File: config.mk
export PLATFORM = sky130hd
export DESIGN_NAME = ifdr_ram
export DESIGN_NICKNAME = d
export VERILOG_FILES = /design/src/ifdr_ram.sv
export SDC_FILE = /design/constraint.sdc
export NUM_CORES = 1
export LEC_CHECK = 0
export BUFFER_PORTS_ARGS = -buffer_cell sky130_fd_sc_hd__buf_2
export CORE_AREA = 2 2 135 137
export DETAILED_ROUTE_END_ITERATION = 8
export DIE_AREA = 0 0 137 139
export PLACE_DENSITY = 0.77
export SLEW_MARGIN = 20
export SYNTH_ARGS = -nofsm -noshare
export SYNTH_HDL_FRONTEND = slang
export SYNTH_SLANG_ARGS = --single-unit
export TNS_END_PERCENT = 10
File: constraint.sdc
create_clock -name clk -period 2.2 [get_ports clk]
set_clock_uncertainty 0.1 [all_clocks]
set_input_delay 0.33 -clock clk [delete_from_list [all_inputs] [get_ports clk]]
set_output_delay 0.33 -clock clk [all_outputs]
set_load 0.02 [all_outputs]
File: src/ifdr_ram.sv
// Generic single-write, single-read RAM with registered read (old data on collision).
// No dependencies.
module ifdr_ram #(
  parameter int  DATA_W = 4,
  parameter int  DEPTH  = 64,
  localparam int ADDR_W = $clog2(DEPTH)
) (
  input  logic              clk,
  input  logic              wr_en,
  input  logic [ADDR_W-1:0] wr_addr,
  input  logic [DATA_W-1:0] wr_data,
  input  logic [ADDR_W-1:0] rd_addr,
  output logic [DATA_W-1:0] rd_data
);

  logic [DATA_W-1:0] mem [DEPTH];

  always_ff @(posedge clk) begin
    if (wr_en) begin
      mem[wr_addr] <= wr_data;
    end
    rd_data <= mem[rd_addr];
  end

endmodule

==> results.yml <==
setup_path:
  slowest_delay_ns: 0.56
  critPathArrivalTime_ns: 2.28
  cpMaxStageDelayCell: "mux4_1"
  path_cells: "mux4_1 -> o32ai_1 -> a211oi_1 -> a221o_1"
  required_ns: 2.49
  cp_max_fo: 1
  endpoint_kind: "flip-flop"
  path_class: "reg -> reg"
  cp-start-kind: "flip-flop"
run_status:
  status: "complete, no violations"
timing:
  holdWs_ns: 0.172
  max-slew-margin-rel: 0.572
  fmax_mhz: 502
  slew_violations: 0
  fin_crit_ns: 1.99
  tightest_slew_ns: 0.642
  finalHoldViolations: 0
  tns_ns: 0
  setup_viol: 0
  finalCritPeriodShare: 0.905
  rsz0062_at_grt: "no"
logic_synthesis:
  muxShareOfSynthArea: 0.152
  synth_compound_area_frac: 0.0264
  synthAdderAreaFrac: 0
  synthTopCellsByCount: "256 x edfxtp_1, 74 x nor2_1, 46 x mux4_2"
  yosys.area_share.simple: 0.0546
  synth_warnings: 0
  ys_top_cells_by_area: "edfxtp_1 74%, mux4_2 10%, mux4_1 4.8%"
  synth_edf_count: 256
  synth_cell_types: 44
  yosysTopAreaCellShare: 0.739
  async_flop_share: 0
  synth_area_per_cell_um2: 20.0
  syn_inst: 521
  yosysSeqAreaShare: 0.746
  synth_top_family_by_area: "multiplexers"
  ys.flop_type: "edfxtp_1"
  synthXorXnorAreaFrac: 0
  syn_area_um2: 10400
  yosysMostFrequentCell: "edfxtp_1"
  ys_seq_elements: 260
  yosys.area.top_type: "edfxtp_1"
  synth_nets: 539
clock_network:
  cts_inserted_buffers: 25
  htreeDepth: 1
  ctsLongestPathBuffers: 3
  clk_latency_ns: 0.50
  cts_root_buffer: "clkbuf_16"
  clkSinkCount: 260
  path_clk_slew_ns: 0.06
  ctsResizeCount: 0
  cts_hold_buffers: 0
  cts_tree: "built"
  cts_setup_buffers: 0
power_and_ir_drop:
  peakVddDrop_v: 0.000612
  p_leak_nw: 3.87
  total_power_w: 0.0102
  p_per_area_nw_per_um2: 856
route:
  vias: 5344
  finalWirelength_um: 21900
  drc: 0
  viasPerCell: 6.35
  firstDrtPassIters: 5
  drtAntennaViolNets: 0
  drt_iter0_markers: 665
  routedWlPerCell_um: 26.0
global_route:
  grt-ovfl-total: 0
  grt_pass1_wl_um: 33400
  grt_pass1_vias: 5470
  grt_max_degree: 65
  gr-usage-all-layers: 0.240
  antenna_found_initial: 0
place:
  port_buffers: 21
  gp_congestion: 0.823
  dp_hpwl_um: 14200
floorplan:
  placementRows: 49
  pin_count: 22
  fp.dieW_um: 137
  die_h_um: 139
  coreArea_um2: 17700
  dieArea_um2: 19000
  initial_core_util: 0.589
layout:
  layout-drive-gt1-share: 0.253
  ff_latch_area_um2: 7770
  area.growth.synth_to_final_pct: 14.1
  num-fill-cells: 1096
  multiInputGateArea_um2: 2430
  fin_nets: 613
  num_antenna_cells: 0
worst_hold_path:
  hp-class: "in -> reg"
job:
  drv_cap: 0
-- final timing paths --
path / start / endpoint / slack, ns / cells after the start
max: mem[21][2] / rd_data[2] / 0.21 / 4
max reg2reg: mem[21][2] / rd_data[2] / 0.21 / 4
min: rd_addr[5] / rd_data[3] / 0.17 / 3
min reg2reg: mem[39][2] / rd_data[2] / 0.74 / 4
-- cell usage in the layout, fill, tap and decap left out, types with 7 or more instances in the layout --
cell type	instances
a22oi_1	8
clkbuf_16	25
buf_4	48
nand2_1	10
buf_2	18
buf_12	7
mux4_1	19
nand3_1	11
nand2b_1	7
edfxtp_1	256
mux4_2	46
nor2_1	74
clkbuf_1	8
-- metal layers --
| layer | track usage | vias to the layer above | part of all wire |
|---|---|---|---|
| met2 | 0.379 | 243 | 0.50 |
| met3 | 0.0347 | 34 | 0.073 |
| met1 | 0.358 | 2764 | 0.41 |
| met5 | 0 | - | 0 |
| met4 | 0.0646 | 0 | 0.020 |
| li1 | - | 2303 | - |
-- metrics by stage --
stage / instances / worst slack (ns) / utilization / cell area (µm²)
finish: 841 / 0.208 / 0.672 / 11900
global route: 841 / 0.219 / 0.672 / 11900
CTS: 841 / 0.241 / 0.672 / 11900
detailed placement: 797 / -0.115 / 0.627 / 11100
global placement: 797 / -0.0961 / 0.627 / 11100
floorplan: 521 / 0.265 / - / 10400
-- flip-flops by register name, summed over array words and instances, names as in the netlist --
register / flops
rd_data: 4
mem: 256
-- logic make-up (layout without fill, tap and decap cells) --
group | after synthesis | in the layout
flops | 260 | 260
simple gates | 125 | 125
mux | 70 | 70
buf+inv | 29 | 120
compound gates | 37 | 37
-- final cells by class --
type	count	area share
clock buffer	36	0.0587
sequential	260	0.654
clock inverter	8	0.00759
multi-input combinational	232	0.205
tap	229	0.0241
inverter	3	0.000949
timing repair buffer	73	0.0497
-- critical path, delay by kind of cell (launching register included) --
kind / cells / cell delay (ns)
compound gates: 3 / 0.84
flops: 1 / 0.37
mux: 1 / 0.56
-- power by group --
group,internal (W),switching [W],leakage (nW)
combinational,0.000223,0.000334,1.15
clock,0.00242,0.00168,0.384
sequential,0.00548,0.0000135,2.34
total,0.00813,0.00203,3.87
Power figures use the tool's default switching activity.
