[src/ifdr_pkg.sv]
// Shared types and constants for the indexed frame diff run core.
// No dependencies; imported by the core, the result queue and the testbench.
package ifdr_pkg;

  localparam int COORD_W     = 8;
  localparam int IDX_W       = 4;
  localparam int COLOR_W     = 16;
  localparam int PAL_DEPTH   = 16;
  localparam int OFIFO_DEPTH = 4;

  localparam logic [IDX_W-1:0] IDX_RESET     = 4'hF;
  localparam logic             OP_PAL_WRITE  = 1'b1;

  typedef struct packed {
    logic               first;
    logic               last;
    logic [COLOR_W-1:0] color;
    logic [COORD_W-1:0] y;
    logic [COORD_W-1:0] x;
  } result_t;

  // Up to two results per transaction; valid1 implies valid0.
  typedef struct packed {
    logic    valid0;
    logic    valid1;
    result_t r0;
    result_t r1;
  } push_t;

endpackage

[src/ifdr_out_fifo.sv]
// Small result queue: takes up to two results per cycle, hands out one per transaction.
// Depends on ifdr_pkg.
module ifdr_out_fifo
  import ifdr_pkg::*;
(
  input  logic    clk,
  input  logic    rst_n,
  input  push_t   push,
  output logic    space_ok,
  output logic    out_tvalid,
  input  logic    out_tready,
  output result_t out_item
);

  localparam int PTR_W = $clog2(OFIFO_DEPTH);
  localparam int CNT_W = $clog2(OFIFO_DEPTH + 1);

  result_t            mem_r [OFIFO_DEPTH];
  logic [PTR_W-1:0]   wr_ptr_r;
  logic [PTR_W-1:0]   rd_ptr_r;
  logic [CNT_W-1:0]   count_r;
  logic [CNT_W-1:0]   count_nxt;
  logic [1:0]         push_n;
  logic               pop;

  assign out_tvalid = (count_r != '0);
  assign out_item   = mem_r[rd_ptr_r];
  assign space_ok   = (count_r <= CNT_W'(OFIFO_DEPTH - 2));
  assign pop        = out_tvalid && out_tready;
  assign push_n     = {1'b0, push.valid0} + {1'b0, push.valid1};

  always_comb begin
    count_nxt = count_r + CNT_W'(push_n) - CNT_W'(pop);
  end

  always_ff @(posedge clk) begin
    if (!rst_n) begin
      wr_ptr_r <= '0;
      rd_ptr_r <= '0;
      count_r  <= '0;
    end else begin
      wr_ptr_r <= wr_ptr_r + PTR_W'(push_n);
      if (pop) begin
        rd_ptr_r <= rd_ptr_r + PTR_W'(1);
      end
      count_r <= count_nxt;
    end
  end

  always_ff @(posedge clk) begin
    if (push.valid0) begin
      mem_r[wr_ptr_r] <= push.r0;
    end
    if (push.valid1) begin
      mem_r[wr_ptr_r + PTR_W'(1)] <= push.r1;
    end
  end

endmodule

[config.mk]
export PLATFORM = sky130hd
export DESIGN_NAME = ifdr_out_fifo
export DESIGN_NICKNAME = d
export VERILOG_FILES = /design/src/ifdr_pkg.sv /design/src/ifdr_out_fifo.sv
export SDC_FILE = /design/constraint.sdc
export NUM_CORES = 1
export LEC_CHECK = 0
export BUFFER_PORTS_ARGS = -buffer_cell sky130_fd_sc_hd__buf_2
export CAP_MARGIN = 10
export CORE_MARGIN = 3
export CORE_UTILIZATION = 44
export DETAILED_ROUTE_END_ITERATION = 6
export GPL_TIMING_DRIVEN = 0
export PLACE_DENSITY_LB_ADDON = 0.1
export SYNTH_ARGS = -nofsm -noshare
export SYNTH_HDL_FRONTEND = slang
export SYNTH_SLANG_ARGS = --single-unit
[constraint.sdc]
create_clock -name clk -period 3.8 [get_ports clk]
set_clock_uncertainty 0.2 [all_clocks]
set_input_delay 0.19 -clock clk [delete_from_list [all_inputs] [get_ports clk]]
set_output_delay 0.19 -clock clk [all_outputs]
set_load 0.01 [all_outputs]
==> impl_results.md <==
* Dominant delay contributor by cell family on the critical path: buffers and inverters
* Wirelength, routed at around 16000 um
* Compound-gate portion of the synthesized area at less than 1%
* Number of hold buffers added after cts at around 100
* Routed length on met2 at 8450 um
* Highest Signal Layer: met4
* Number of instances in the synthesized netlist at ~380
* Antenna cell count at 0
* Worst Setup Start Kind: flip-flop
* Sink Count at between 100 and 150
* Critical path's slowest cell: buf_1
* Number of max-cap violations at 0
* Clock root buffer: clkbuf_16
* Growth of design area from synthesis to finish at 35.5%
* Net Count, Synth at approximately 460
* Initial core utilization at around 46%
* Path class of the lowest-slack min-delay path: input pin to flip-flop
* Data required time at the worst endpoint at around 3400 ps
* Placer Congestion at ~0.7
* Met1 Wirelength at about 6700 um
* Transition at the pin with the smallest max-transition slack at between 700 and 800 ps
* Area fraction in and, or, nand and nor cells after synthesis at under 10%
* DR iter-0 viols at ~220
* Pin count of the biggest net entering global routing at 27
* Number of gates on the worst path with buffers counted at 4
* Number of different library cells in the post-synthesis netlist at 28
* Inserted Clock Buffers at 17
* Final period utilization at 70.3%
* Main combinational cell family by area after synthesis: multiplexers
* Post-Layout Inst Area at 9520 sq um
* Path depth of the worst reg2reg path at 5
* Run status: finished, final reports clean
* Via-per-instance ratio at ~5
* Largest fanout of any net on the critical path at 10
* CP bufs+invs at 3
* Top achievable clock speed at about 0.37 GHz
* Share of final-layout standard cells stronger than drive strength 1 at between 50% and 60%
* Via count of the first global-routing pass at ~4700
* Wire length per cell at 19.2 um
* Max IR drop VDD at slightly below 300 uV
* Critical-path cell list: clkbuf_1 > buf_1 > mux4_2 > buf_2
* Number of pins exceeding their max-slew limit in the final report at 0
* Post-cts repair resize count at 0
* Hold path cells at 4
* Hold Path Origin: push[69]
* Number of detailed-route iterations in the first pass at 4
* Width of the chip at 132 um
* Number of fill cells at around 1200
* Number of buffers on the longest clock path at 2
* Clock transition at path regs at around 60 ps
* Number of buffers inserted by post-CTS setup repair at 0
* Post-synthesis average cell area at between 15 and 20 sq um
* Fraction of synthesized area in multiplexers at between 30 and 40%
* Part of the Yosys area used for sequential elements at ~61%
* Total cell area at the placement stage at a little under 8000 sq um
* Area of the core region at between 15000 and 20000 sq um
* Total routing resource utilization after global routing at between 10% and 20%
* Adder-Cell Fraction of Synth Area at between 1 and 1.5%
* Top-level I/O count at 109
* Final ANT Viol Nets at 0
* Synthesis-stage register bit count at 145
* Clock tree from TritonCTS: built
* Detailed-route DRC error count at 0
* DR WL met3 at around 710 um
* Num rows at 45
* Category of the worst setup path capture point: output port
* Die area at 17500 sq um
* Share of the synthesized netlist area taken by xor and xnor gates at less than 1%
* Slew Limit Headroom at ~52%
* First-pass GRT wire length at around 26000 um
* Vias at between 4000 and 5000
* Total of warnings raised by yosys at 0
* Clock insertion delay at the later pin of the skew report at around 420 ps
* Total standard cell area after synthesis at 7030 sq um
* Type of the worst setup path: flip-flop to output port
* Final count of hold timing violations at 0
* Setup repair after global routing missed its margin: no
* Worst path max stage delay at 600 ps
* Global route overflow at 0
* Worst r2r src: wr_ptr_r[0]
* Share of the core filled with cells at roughly 62%
* Number of buffers inserted by port buffering at 108
* Y dimension of the die at 132 um
* Power per unit of standard cell area at roughly 520 nW/um^2
* Final layout net count at just under 700
* Final min period at between 2000 and 3000 ps
* Number of antenna violations at the first check in global routing at 0
* Detailed Place HPWL at a little under 10000 um
* Total leakage power at 3.50 nW
* Depth of the CTS H-tree at 4
* Final count of negative-setup-slack endpoints at 0
* Signal arrival time at the worst endpoint at roughly 2300 ps
-- routing by layer --
metal,vias up,global-route usage (%)
met5,-,0
li1,2006,-
met2,89,33.4
met3,15,5.19
met4,0,5.43
met1,2153,23.9
-- through the flow --
stage          hold WS, ps  setup WS (ps)  setup TNS, ps  power, mW  cells
6_report               102           1130              0       4.96    836
5_1_grt                137            979              0       5.21    836
4_1_cts                104           1080              0       5.02    836
3_5_place_dp           280           1540              0       3.41    700
3_3_place_gp           267          -2260        -166300       3.36    696
2_1_floorplan          112           95.4              0       2.94    377
-- cell usage after synthesis --
library cell	number	area, sq um
fa_1	1	20.0
inv_1	6	22.5
buf_6	1	11.3
buf_2	14	70.1
o31a_1	1	8.76
a21oi_1	1	5.00
buf_1	3	11.3
clkbuf_1	1	3.75
edfxtp_1	136	4080
nor3b_4	1	18.8
nand2_1	2	7.51
ha_1	5	62.6
or3_1	1	6.26
mux4_2	34	766
nand3_2	1	10.0
buf_4	3	22.5
nand3b_2	2	22.5
mux2_2	134	1510
and2_1	3	18.8
mux2i_1	4	40.0
xnor3_1	2	45.0
nor2_1	2	7.51
mux2_1	2	22.5
nor2b_1	2	12.5
o21ai_0	2	10.0
o311ai_0	1	8.76
dfxtp_1	9	180
nand2b_1	3	18.8
-- path summary, 6_finish.rpt --
check            endpoint  slack [ps]
max          out_item[15]        1130
min           wr_ptr_r[0]         100
max reg2reg  mem_r[1][29]        1210
min reg2reg   rd_ptr_r[1]         280
-- registers in the layout (all words and copies together), names as in the netlist, named ones only --
register,cells
count_r,3
rd_ptr_r,2
mem_r,136
wr_ptr_r,2
-- cell families (layout without fill, tap and decap cells) --
family          Yosys count  after routing
buf+inv                  28            276
flops                   145            145
compound gates            5              5
simple gates             17             17
fa+ha+maj                 6              6
xor+xnor                  2              2
mux                     174            174
-- where the power goes --
group	leakage (nW)	switching [mW]	internal, mW	total, mW
Combinational	1.89	0.654	0.731	1.38
Clock	0.267	0.601	0.900	1.50
Sequential	1.35	0.0562	2.02	2.08
Total	3.50	1.31	3.65	4.96
-- final cells by class --
type,instances,area [sq um],area share [%]
clock buffer,26,500,5.26
clock inverter,6,30.0,0.315
tap,211,264,2.77
timing repair buffer,216,1660,17.5
sequential,145,4260,44.8
inverter,6,22.5,0.237
multi-input combinational,204,2660,27.9
buffer,22,119,1.25
-- worst register-to-register path: cells and delay by family, from the launching register on --
family	cells	cell delay, ps
buffers and inverters	3	1040
flip-flops	1	310
multiplexers	1	370
AND/OR/NAND/NOR	1	420
-- cell usage in the layout, fill, tap and decap left out, types with 5 or more instances in the layout --
master           n
buf_2          122
clkbuf_1         7
clkbuf_16       18
clkinv_2         6
dfxtp_1          9
dlygate4sd3_1  104
edfxtp_1       136
ha_1             5
inv_1            6
mux2_2         134
mux4_2          34
Power figures use the tool's default switching activity.
